### src/rtl/mlpt_pkg.sv
// Shared types, codes and arithmetic helpers for the two-layer perceptron trainer.
package mlpt_pkg;

  localparam int MAX_INPUTS  = 16;
  localparam int MAX_HIDDEN  = 16;
  localparam int MAX_OUTPUTS = 16;
  localparam int SIG_DEPTH   = 256;
  localparam int SIG_IDX_W   = $clog2(SIG_DEPTH);

  localparam int VAL_W  = 16;
  localparam int ACT_W  = 13;
  localparam int LR_W   = 12;
  localparam int CNT_W  = 5;
  localparam int IDX_W  = 4;
  localparam int OPW    = VAL_W + 1;
  localparam int PROD_W = 2 * OPW;
  localparam int ACC_W  = 2 * VAL_W + $clog2(MAX_INPUTS) + 1;

  localparam logic [ACT_W-1:0] ONE_Q12 = ACT_W'(4096);

  // configuration register indexes
  localparam logic [1:0] CFG_INPUT_COUNT  = 2'd0;
  localparam logic [1:0] CFG_HIDDEN_COUNT = 2'd1;
  localparam logic [1:0] CFG_OUTPUT_COUNT = 2'd2;
  localparam logic [1:0] CFG_LEARN_RATE   = 2'd3;

  localparam logic RES_QUERY = 1'b0;
  localparam logic RES_DONE  = 1'b1;

  typedef enum logic [2:0] {
    REQ_LOAD_INPUT   = 3'd0,
    REQ_LOAD_TARGET  = 3'd1,
    REQ_QUERY        = 3'd2,
    REQ_TRAIN        = 3'd3,
    REQ_WRITE_WEIGHT = 3'd4
  } req_kind_t;

  typedef struct packed {
    logic [2:0]              req_type;
    logic [IDX_W-1:0]        row_index;
    logic [IDX_W-1:0]        col_index;
    logic                    layer_sel;
    logic signed [VAL_W-1:0] value;
  } req_t;

  typedef struct packed {
    logic             result_kind;
    logic [IDX_W-1:0] node_index;
    logic [ACT_W-1:0] activation;
    logic             last;
  } rsp_t;

  typedef enum logic [3:0] {
    S_IDLE, S_FWD_H, S_FWD_O, S_EMIT, S_ERR_O, S_BP_H,
    S_GRAD_O, S_UPD_O, S_GRAD_H, S_UPD_H, S_DONE
  } state_t;

  // last index in use for a count register: zero acts as one, capped at 16
  function automatic logic [IDX_W-1:0] last_idx(input logic [CNT_W-1:0] n);
    logic [IDX_W-1:0] r;
    if (n == '0) r = '0;
    else if (n > CNT_W'(16)) r = '1;
    else r = IDX_W'(n - CNT_W'(1));
    return r;
  endfunction

  // round 24 fraction bits to 12 (half up, floor), saturate to 16 bits
  function automatic logic signed [VAL_W-1:0] rsat(input logic signed [ACC_W-1:0] v);
    logic signed [ACC_W-1:0] r;
    logic signed [ACC_W-1:0] q;
    logic signed [VAL_W-1:0] o;
    r = v + signed'(ACC_W'(2048));
    q = r >>> 12;
    if (q > signed'(ACC_W'(32767))) o = 16'sh7FFF;
    else if (q < -signed'(ACC_W'(32768))) o = 16'sh8000;
    else o = VAL_W'(q);
    return o;
  endfunction

  function automatic logic signed [VAL_W-1:0] sat16(input logic signed [VAL_W:0] v);
    logic signed [VAL_W-1:0] o;
    if (v > 17'sd32767) o = 16'sh7FFF;
    else if (v < -17'sd32768) o = 16'sh8000;
    else o = VAL_W'(v);
    return o;
  endfunction

  // unsigned quotient by shift and subtract, used only to build the table
  function automatic logic [63:0] udiv64(input logic [63:0] n, input logic [63:0] d);
    logic [63:0] q;
    logic [64:0] r;
    q = '0;
    r = '0;
    for (int b = 63; b >= 0; b--) begin
      r = {r[63:0], n[b]};
      if (r >= {1'b0, d}) begin
        r    = r - {1'b0, d};
        q[b] = 1'b1;
      end
    end
    return q;
  endfunction

  // exp(-t) in Q30: Taylor series of exp(-t/16), squared four times
  function automatic logic [63:0] exp_neg_q30(input logic [63:0] t);
    logic [63:0] u;
    logic [63:0] sum;
    logic [63:0] term;
    u    = t << 14;
    sum  = 64'd1 << 30;
    term = 64'd1 << 30;
    for (int k = 1; k <= 12; k++) begin
      term = udiv64((term * u) >> 30, 64'(k));
      if ((k & 1) != 0) sum = sum - term;
      else sum = sum + term;
    end
    for (int k = 0; k < 4; k++) sum = (sum * sum + (64'd1 << 29)) >> 30;
    return sum;
  endfunction

  function automatic logic [ACT_W-1:0] sig_entry(input int k);
    longint      c;
    logic [63:0] t;
    logic [63:0] e;
    logic [63:0] den;
    logic [63:0] num;
    c   = -32768 + (((2 * longint'(k) + 1) * 32768) >>> SIG_IDX_W);
    t   = (c < 0) ? 64'(-c) : 64'(c);
    e   = exp_neg_q30(t);
    den = (64'd1 << 30) + e;
    num = (c < 0) ? 64'd4096 * e : (64'd4096 << 30);
    return ACT_W'(udiv64(num + (den >> 1), den));
  endfunction

  function automatic logic [SIG_DEPTH*ACT_W-1:0] sig_rom_build();
    logic [SIG_DEPTH*ACT_W-1:0] r;
    r = '0;
    for (int k = 0; k < SIG_DEPTH; k++) r[k*ACT_W +: ACT_W] = sig_entry(k);
    return r;
  endfunction

  localparam logic [SIG_DEPTH*ACT_W-1:0] SIG_ROM = sig_rom_build();

endpackage

### src/rtl/mlpt_sigmoid.sv
// Logistic activation by table lookup over the Q4.12 range.
module mlpt_sigmoid (
  input  logic signed [mlpt_pkg::VAL_W-1:0] sum,
  output logic        [mlpt_pkg::ACT_W-1:0] act
);
  import mlpt_pkg::*;

  logic [VAL_W-1:0]     biased;
  logic [SIG_IDX_W-1:0] idx;

  // (sum + 32768) * depth >> 16 is the top bits of the offset-binary sum
  assign biased = VAL_W'(sum) ^ {1'b1, {(VAL_W-1){1'b0}}};
  assign idx    = biased[VAL_W-1 -: SIG_IDX_W];
  assign act    = SIG_ROM[idx*ACT_W +: ACT_W];

endmodule

### config.mk
export PLATFORM = sky130hd
export DESIGN_NAME = mlpt_sigmoid
export DESIGN_NICKNAME = d
export VERILOG_FILES = /design/src/rtl/mlpt_pkg.sv /design/src/rtl/mlpt_sigmoid.sv
export SDC_FILE = /design/constraint.sdc
export NUM_CORES = 1
export LEC_CHECK = 0
export BUFFER_PORTS_ARGS = -buffer_cell sky130_fd_sc_hd__buf_2
export CAP_MARGIN = 30
export CORE_MARGIN = 3
export CORE_UTILIZATION = 30
export DETAILED_ROUTE_END_ITERATION = 10
export MAX_ROUTING_LAYER = met4
export PLACE_DENSITY = 0.47
export SYNTH_ARGS = -nofsm -noshare
export SYNTH_HDL_FRONTEND = slang
export SYNTH_SLANG_ARGS = --single-unit
### constraint.sdc
create_clock -name vclk -period 11.7
set_input_delay 3.51 -clock vclk [all_inputs]
set_output_delay 3.51 -clock vclk [all_outputs]
set_load 0.02 [all_outputs]
Word-level counts from Yosys, hierarchy flattened
Index checks and enable logic that the tools add are counted.
- logic and storage cells: 3
- register bits: 0
- output and inout bits: 13
- input port bits: 16
- multipliers: 1
- bitwise operators: 1
- shifts and indexed selects: 1
- operators by type and width (cell ; count):
    $shiftx 3328x13->13 const A ; 1
    $mul 8x4->12 const B ; 1
    $not 1->1 ; 1

Longest topological paths before layout
- depth after elaboration: 3
- depth in mapped cells: 11
- gate-level depth less buffers: 8

Worst setup path before layout
No wires, ideal clock.
- path kind: input -> output
- start point: in sum[8] (netlist bit)
- end point: out act[0] (netlist bit)
- buffers on the path: 2
- required time: 8190 ps
- path slack: 2442 ps
- arrival time: 5748 ps
- cell stages on the path: 10
- path through: buf_2 -> inv_1 -> ha_1 -> buf_6 -> nor2_4 -> a21oi_1 -> o211a_1 -> a2111oi_2 -> a2111oi_0 -> a311oi_1
- word-level cells in the longest chain between the ends: 2
- ends and longest elaborated chain (element ; line ; RTL):
    start: declaration ; mlpt_sigmoid.sv:3 ; input logic signed [mlpt_pkg::VAL_W-1:0] sum,
    $mul 8x4->12 ; mlpt_sigmoid.sv:14 ; assign act = SIG_ROM[idx*ACT_W +: ACT_W];
    $shiftx 3328x13->13 ; mlpt_sigmoid.sv:14 ;
    end: declaration ; mlpt_sigmoid.sv:4 ; output logic [mlpt_pkg::ACT_W-1:0] act
No other way between the ends.

Final worst setup path
- start point: in sum[9] (netlist bit)
- end point: out act[0] (netlist bit)
The elaborated chain is that of the path after synthesis.

==> out/metrics.csv <==
stage,metric,value,unit
sta,Setup TNS,0,ps
run,max cap viols,0,
floorplan,Die X,103.0,um
detailed_routing,Routed Antenna Nets,0,
detailed_routing,vias,3611,
detailed_routing,DRT iter0 DRCs,564,
detailed_routing,DRT Pass-1 Iters,9,
placement,GP Congestion,0.9566,
detailed_routing,WL per Instance,22.59,um
final_layout,P&R area growth vs syn,-0.9305,%
placement,port bufs,20,
synth,syn_nets,483,
global_route,residual overflow from global routing,0,
worst_hold_path,Worst Hold Class,in -> out,
power,Tot Pwr,134.6,uW
critical_path,Critical Path Most Common Cell,buf_2,
power,PD cells,48.11,nW/um^2
sta,relative slew slack,39.01,%
synth,top post-synthesis cells by area,"a21oi_1, o21ai_0, ha_1, nand2_1, nor2_1",
sta,RSZ-0062 raised after global routing,no,
global_route,largest net degree at the start of global routing,55,
critical_path,worst endpoint required time,8190,ps
sta,final setup margin,1441,ps
sta,Fin Hold WS,7586,ps
synth,syn_area_per_cell,6.262,um^2
sta,Setup Viol. Count Final,0,
critical_path,slowest stage cell on the critical path,ha_1,
cts,post-CTS setup buffers,0,
critical_path,Crit. End Element,primary output,
sta,final hold vios,0,
power,Comb pwr share,100.0,%
final_layout,fin nets,456,
power,share of power burned in registers,0,%
critical_path,crit path kind,in -> out,
sta,Final period util,87.69,%
placement,placed cells,530,
synth,"count leader, synth",a21oi_1,
synth,"Seq/Total Area, Yosys",0,%
critical_path,arrival time worst endpoint,6750,ps
final_layout,n_diodes,0,
final_layout,Fillers,1028,
final_layout,Clock Buffer Count,0,
critical_path,max incr delay on CP,920,ps
sta,Final min period,10260,ps
detailed_routing,via density per instance,6.813,
detailed_routing,DRC,0,
synth,Unique masters post-synth,71,
critical_path,"Max FO, Critical Path",25,
floorplan,Cell Rows,34,
floorplan,core area,8934,um^2
power,leakage power,0.0009972,uW
final_layout,Reg area,0,um^2
global_route,first-pass GRT wire length,18.55,mm
sta,fmax,97.47,MHz
global_route,initial antenna violation count,0,
synth,post-synth top area share,9.393,%
sta,Worst-Margin Slew,914.9,ps
final_layout,Layout Cells excl Fill,530,
synth,post-synthesis instance area,2824,um^2
floorplan,initial core utilization,31.61,%
global_route,vias in the first global route,3278,
power,Net Sw Power,90.14,uW
power,switching power share of the total,66.97,%
synth,Syn. warnings,0,
global_route,Total Routing Usage GR,22.72,%
cts,CTS Hold Bufs,0,
floorplan,Top Ports,29,
cts,post-CTS resize count,0,
sta,max-slew violations,0,
power,worst IR drop on VDD,0.01548,mV
synth,Post-synth top cells,"a21oi_1, o21ai_0, nand2_1",
placement,hpwl dp,8.043,mm
floorplan,die area,10610,um^2
synth,cells after synthesis,451,
power,P_int,44.47,uW
critical_path,CP Cell Sequence,buf_2 > inv_1 > ha_1 > nand2_4 > and3_4 > o21bai_1 > a2111oi_2 > a2111oi_0 > a311oi_1 > buf_2,
floorplan,Chip Height,103.0,um
placement,pre-CTS setup slack,1559,ps
outcome,status,"finished, final reports clean",
final_layout,layout cells sized above 1,11.61,%
power,Clk pwr share,0,%
detailed_routing,final WL,11.97,mm
final_layout,sequential cell count,0,
critical_path,Critical Path Start Type,primary input,
synth,cell taking the most area after synthesis,a21oi_1,
## layout make-up
cell class | instances | area [um^2] | area share (%)
multi-input combinational | 382 | 2455 | 87.75
timing repair buffer | 28 | 162.7 | 5.814
inverter | 12 | 45.04 | 1.610
tap | 108 | 135.1 | 4.830
## path summary, 6_finish.rpt
kind / end / startpoint / slack, ps / cells after the start
setup / recovery: act[0] / sum[9] / 1440 / 10
hold / removal: act[7] / sum[15] / 7590 / 3
## cell families after synthesis
kind of cell	Yosys count	synth area share [%]
AOI/OAI and AO/OA	202	46.97
xor gates and xnor gates	4	1.240
adders and majority gates	16	7.089
buffers and inverters	69	13.07
muxes	8	4.253
other	1	0.1328
and+or+nand+nor	151	27.25
## routing by layer
| metal | wire, um | vias to the layer above | track usage [%] |
|---|---|---|---|
| met2 | 5080 | 244 | 32.66 |
| met5 | 0 | - | - |
| li1 | - | 1642 | - |
| met4 | 412 | 0 | 6.873 |
| met1 | 5156 | 1692 | 32.13 |
| met3 | 1324 | 33 | 3.992 |
## critical path, delay by kind of cell
kind,cells,cell delay [ps]
buffers and inverters,3,830
AOI/OAI and AO/OA,4,1050
and+or+nand+nor,2,440
adders and majority gates,1,920
## power by group through the flow
stage / Combinational (uW) / Sequential, uW / Clock [uW]
after detailed placement: 130 / 0 / 0
after global routing: 145 / 0 / 0
after CTS: 131 / 0 / 0
after global placement: 131 / 0 / 0
final: 135 / 0 / 0
after floorplan: 99.9 / 0 / 0
## cell usage in the layout, fill, tap and decap left out, types with 3 or more instances in the layout
| cell | instances |
|---|---|
| nand2b_1 | 11 |
| nand3_1 | 11 |
| o22ai_1 | 8 |
| nor2_1 | 39 |
| xnor2_1 | 4 |
| buf_2 | 19 |
| o311ai_0 | 5 |
| and2_1 | 3 |
| ha_1 | 16 |
| mux4_2 | 3 |
| nor3_1 | 10 |
| a21o_1 | 3 |
| buf_4 | 9 |
| a21boi_0 | 3 |
| nand2_1 | 40 |
| inv_1 | 10 |
| a211oi_1 | 13 |
| a221oi_1 | 7 |
| o21ai_0 | 43 |
| a31oi_1 | 13 |
| a2111oi_0 | 3 |
| o221ai_1 | 3 |
| nor2b_1 | 14 |
| o32ai_1 | 3 |
| a211o_1 | 3 |
| a21oi_1 | 53 |
| o211ai_1 | 12 |
| mux2i_1 | 3 |
| a311oi_1 | 5 |
| nor4_1 | 3 |
| and3_1 | 3 |
## stage by stage
stage               util (%)  cell area [um^2]
floorplan                  -              2824
global placement       31.32              2798
detailed placement     31.32              2798
CTS                    31.32              2798
global route           31.32              2798
finish                 31.32              2798
No activity file was read; power rests on OpenSTA's default activity.
